<file path="config.mk">
export PLATFORM = sky130hd
export DESIGN_NAME = lpht_hash
export DESIGN_NICKNAME = d
export VERILOG_FILES = /design/src/rtl/lpht_pkg.sv /design/src/rtl/lpht_hash.sv
export SDC_FILE = /design/constraint.sdc
export NUM_CORES = 1
export LEC_CHECK = 0
export ABC_AREA = 1
export BUFFER_PORTS_ARGS = -buffer_cell sky130_fd_sc_hd__buf_2
export CORE_MARGIN = 5
export CORE_UTILIZATION = 56
export CTS_BUF_LIST = sky130_fd_sc_hd__clkbuf_16
export CTS_CLUSTER_DIAMETER = 80
export DETAILED_ROUTE_END_ITERATION = 8
export PLACE_DENSITY = 0.82
export SLEW_MARGIN = 15
export SYNTH_ARGS = -nofsm -noshare
export SYNTH_HDL_FRONTEND = slang
export SYNTH_SLANG_ARGS = --single-unit
</file>
<file path="constraint.sdc">
create_clock -name i_clk -period 7.19 [get_ports i_clk]
set_input_delay 1.0785 -clock i_clk [delete_from_list [all_inputs] [get_ports i_clk]]
set_output_delay 1.0785 -clock i_clk [all_outputs]
set_load 0.01 [all_outputs]
</file>
<file path="src/rtl/lpht_pkg.sv">
// ============================================================================
// lpht_pkg: shared types and constants for the linear-probe hash table
// Holds sizes, operation codes, slot marks and the FNV constants.
// ============================================================================
package lpht_pkg;

    localparam int CAPACITY   = 64;
    localparam int IDX_W      = $clog2(CAPACITY);
    localparam int CNT_W      = IDX_W + 1;
    localparam int KEY_BYTES  = 8;
    localparam int KEY_W      = 64;
    localparam int VAL_W      = 64;
    localparam int LIMIT_W    = 7;
    localparam int BYTE_CNT_W = 4;

    localparam logic [LIMIT_W-1:0] LOAD_LIMIT_RST = 7'd48;
    localparam logic [31:0]        FNV_BASIS      = 32'd2166136261;
    localparam logic [31:0]        FNV_PRIME      = 32'd16777619;

    localparam logic [KEY_W-1:0] KEY_MASK = {KEY_W{1'b1}} >> (KEY_W - 8 * KEY_BYTES);

    typedef enum logic [1:0] {
        OP_SET = 2'd0,
        OP_GET = 2'd1,
        OP_DEL = 2'd2,
        OP_NOP = 2'd3
    } t_op;

    typedef enum logic [1:0] {
        MARK_EMPTY = 2'd0,
        MARK_TOMB  = 2'd1,
        MARK_LIVE  = 2'd2,
        MARK_RSVD  = 2'd3
    } t_mark;

    typedef struct packed {
        logic ok;
        logic new_key;
        logic full_res;
    } t_flags;

endpackage

</file>
<file path="src/rtl/lpht_hash.sv">
// ============================================================================
// lpht_hash: iterative FNV-1a hash over the key bytes
// One byte is folded in and multiplied by the prime each cycle.
// ============================================================================
module lpht_hash
    import lpht_pkg::*;
(
    input  logic                  i_clk,
    input  logic                  i_rst_n,
    input  logic                  i_start,
    input  logic [KEY_W-1:0]      i_key,
    output logic                  o_done,
    output logic [IDX_W-1:0]      o_home
);

    logic                  r_busy, n_busy;
    logic [BYTE_CNT_W-1:0] r_cnt, n_cnt;
    logic [31:0]           r_h, n_h;
    logic [KEY_W-1:0]      r_key, n_key;
    logic                  r_done, n_done;
    logic [31:0]           w_x;

    assign w_x = r_h ^ {24'd0, r_key[7:0]};

    always_comb begin
        n_busy = r_busy;
        n_cnt  = r_cnt;
        n_h    = r_h;
        n_key  = r_key;
        n_done = 1'b0;
        if (i_start) begin
            n_busy = 1'b1;
            n_cnt  = '0;
            n_h    = FNV_BASIS;
            n_key  = i_key;
        end else if (r_busy) begin
            n_h   = w_x * FNV_PRIME;
            n_key = r_key >> 8;
            n_cnt = r_cnt + 1'b1;
            if (r_cnt == BYTE_CNT_W'(KEY_BYTES - 1)) begin
                n_busy = 1'b0;
                n_done = 1'b1;
            end
        end
    end

    always_ff @(posedge i_clk) begin
        if (!i_rst_n) begin
            r_busy <= 1'b0;
            r_done <= 1'b0;
        end else begin
            r_busy <= n_busy;
            r_done <= n_done;
        end
        r_cnt <= n_cnt;
        r_h   <= n_h;
        r_key <= n_key;
    end

    assign o_done = r_done;
    assign o_home = r_h[IDX_W-1:0];

endmodule

</file>
# --- Word-level counts from Yosys, hierarchy flattened ---
# Index checks and enable logic that the tools add are counted.
classes:
  n_addsub: 1
  multipliers: 1
  n_eq_ne: 1
  mux: 6
  bitwise: 3
  n_reduce_logical: 2
op_table:
  columns: ["cell", "count"]
  rows:
  - ["2-to-1 mux 64 bit", 2]
  - ["multiplier 32 x 25 -> 32 bit (second input constant)", 1]
  - ["XOR 32 x 8 -> 32 bit", 1]
  - ["adder 4 x 1 -> 4 bit (second input constant)", 1]
  - ["equality test 4 x 3 -> 1 bit (second input constant)", 1]
  - ["2-to-1 mux 1 bit", 4]
  - ["OR reduction 3 bit", 1]
  - ["inverter 1 bit", 2]
  - ["nonzero test 2 bit", 1]
totals:
  reg_bits: 102
  wordCells: 19

# --- Longest topological paths before layout ---
depth:
  ltp_word: 4
  ltp_mapped: 20
  ltp_nobuf: 20

# --- Least setup slack after synthesis ---
# OpenSTA, ideal clock, no wires.
synth_timing:
  path_kind: "input to register"
  start: "input port i_start"
  end: "register r_key[0], enable pin"
  arrival_ps: 2331
  slack_ps: 4453
  cell_stages: 3
  path_buffers: 1
  cell_sequence: "buf_2 > nor2_1 > inv_1"
synth_via:
  elab_chain_cells: 1
synth_lines:
  columns: ["element", "line", "text"]
  rows:
  - ["start: declaration", "lpht_hash.sv:10", "input logic i_start,"]
  - ["nonzero test 2 bit (no line)", null, null]
  - ["end signal: assignment", "lpht_hash.sv:57", "r_key <= n_key;"]
  - ["end: declaration", "lpht_hash.sv:19", "logic [KEY_W-1:0] r_key, n_key;"]
# Every way passes these cells.
# A chain may end at the register's enable or synchronous reset.

# --- Final worst setup path ---
layout_timing:
  start: "input port i_start"
  end: "register r_key[16], enable pin"
# The elaborated chain is that of the path after synthesis.

==> results by group <==
STA
  – Max Freq: 349 MHz
  – RSZ-0062 raised after global routing: no
  – Fin crit period: 2860 ps
  – Clk_skew: 6.67 ps
  – Max Slew Vio Count: 0
  – Final Hold Vio Count: 0
  – Sum of negative setup slack: 0 ps
  – Ratio of final minimum period to clock period: 39.8%
  – Rel. slew slack: 29.7%
  – Pin slew with the least headroom to its limit: 1050 ps
  – Final setup fails: 0

Placed design
  – Post-DP HPWL: 3490 um
  – RePlAce Congestion: 0.783
  – # port buffers: 57

Min path
  – Hold path start: r_h[5]$_SDFFE_PP0P_
  – HP Class: reg -> reg

Floorplan
  – IO Count: 74
  – Initial core utilization: 58.4%
  – Core region area: 4750 um2
  – Die area: 6460 um2
  – Die Span X: 80.4 um
  – Die Ht: 80.4 um
  – Site Rows: 25

Cells and area
  – Share of post-route cells with drive strength above 1: 21.3%
  – Ant diodes: 0
  – Fin util: 71.3%
  – Most frequent cells in the layout: 170 x nand2_1, 57 x buf_2, 48 x edfxtp_1
  – Synthesis-to-finish area growth: 22.1%
  – Layout fillers: 383
  – Final nets: 443
  – FF/Latch Area: 1680 um2
  – Multi-input gate area: 946 um2
  – Commonest non-fill, non-tap cell in the layout: nand2_1

Logic synthesis
  – Post-synth top area share: 51.9%
  – Post-Syn Area: 2780 um2
  – Synth Flop Type: edfxtp_1
  – Async set or reset register ratio after synthesis: 0%
  – Syn nets: 385
  – Total number of yosys warnings: 0
  – Post-synth EDFFs: 48
  – Synth area leader: edfxtp_1
  – Register area share after synthesis: 60.6%
  – Register bit total from synthesis: 60
  – Cells taking the most area after synthesis: edfxtp_1 52%, nand2_1 23%, dfxtp_1 8.7%
  – Syn Inst Count: 308
  – Post-synthesis average cell area: 9.01 um2
  – Netlist cell types: 20

Clocking
  – Inserted Clock Buffers: 9
  – CTS tree: done
  – CTS resizes: 0
  – Root Buffer: clkbuf_16
  – Clk buf depth: 2
  – Clock sink count: 60
  – Post-CTS setup buffers: 0
  – H-tree lvl count: 3
  – Worst-path clk slew: 50 ps
  – Worst-Skew Late Latency: 320 ps
  – Cts hold-fix bufs: 0

Pwr
  – LEAKAGE: 1.71 nW
  – Final Power: 1.01 mW
  – Peak VDD IR: 0.209 mV
  – Power per cell area: 299 nW/um2

Detailed routing
  – DR iter-0 viols: 116
  – TritonRoute pass-1 iters: 4
  – Residual DRC: 0
  – WL/cell: 11.9 um
  – Overall routed net length: 5210 um
  – Routed vias: 2094
  – Vias per cell: 4.78
  – Antenna-violating nets left: 0

Worst setup path
  – Setup crit end kind: flip-flop
  – Critical path required time: 7130 ps
  – CP Max Fanout: 53
  – Setup crit start: i_start
  – Worst setup path class: in -> reg
  – Setup crit start kind: input port
  – Crit path arrival time: 2800 ps
  – RR Startpoint: r_key[0]$_DFFE_PP_

Global routing
  – Via count of the first global-routing pass: 2070
  – Largest net degree at the start of global routing: 54
  – Antenna violations before repair: 0
  – Total grt overflow: 0
  – First-pass GRT wire length: 8980 um
  – All-Layer GR Usage: 18.2%

Run
  – Max-cap violations: 0

Status
  – Status: complete, no violations
cell type report:
| class | count | area share [%] |
|---|---|---|
| inverter | 27 | 2.99 |
| tap | 67 | 2.47 |
| timing repair buffer | 57 | 8.42 |
| clock buffer | 9 | 6.64 |
| clock inverter | 7 | 1.96 |
| multi-input combinational | 211 | 27.9 |
| sequential | 60 | 49.6 |
Yosys cell counts, types with 3 or more instances:
master	instances
nor2_1	5
clkbuf_1	3
o21ai_0	5
inv_1	25
dfxtp_1	12
nand2_1	170
a21oi_1	5
nand3_1	5
ha_1	9
edfxtp_1	48
buf_2	7
through the flow:
stage	area (um2)	hold WS, ps	worst slack (ps)	cells
6_report	3390	482	4330	438
3_5_place_dp	3100	481	3960	422
2_1_floorplan	2780	454	4450	308
5_1_grt	3390	517	4130	438
3_3_place_gp	3100	464	3940	422
4_1_cts	3390	489	4270	438
sequential cells by signal, summed over array words and instances (netlist names):
register and count:
r_cnt 4, r_h 6, r_key 48, r_busy 1, o_done 1
power by group:
part	leakage, nW	internal, mW	switching, mW
sequential	0.594	0.419	0.0159
clock	0.145	0.266	0.147
combinational	0.969	0.0678	0.0978
total	1.71	0.753	0.261
metal layers:
metal	GRT usage [%]	vias to the layer above	share of wire [%]
met2	30.9	48	50
li1	-	1101	-
met1	22.3	941	44
met5	0	-	0
met3	5.72	4	5.1
met4	5.57	0	0.65
cells by family after synthesis:
kind of cell | after synthesis | share of synthesized area [%]
and+or+nand+nor | 187 | 26.3
AOI/OAI and AO/OA | 13 | 2.66
adders and majority gates | 10 | 4.78
DFF | 60 | 60.6
xor gates and xnor gates | 1 | 0.316
buffers and inverters | 37 | 5.32
worst max-delay path, cell delays in order:
cell	delay, ps
buf_2	680
nor2_1	190
inv_2	820
path summary, 6_finish.rpt:
| check | endpoint | slack [ps] | cells after the start |
|---|---|---|---|
| hold reg to reg | r_h[5]$_SDFFE_PP0P_ | 480 | 2 |
| hold / removal | r_h[5]$_SDFFE_PP0P_ | 480 | 2 |
| setup / recovery | r_key[16]$_DFFE_PP_ | 4330 | 3 |
| setup reg to reg | r_h[5]$_SDFFE_PP0P_ | 4650 | 19 |
Power figures use the tool's default switching activity.
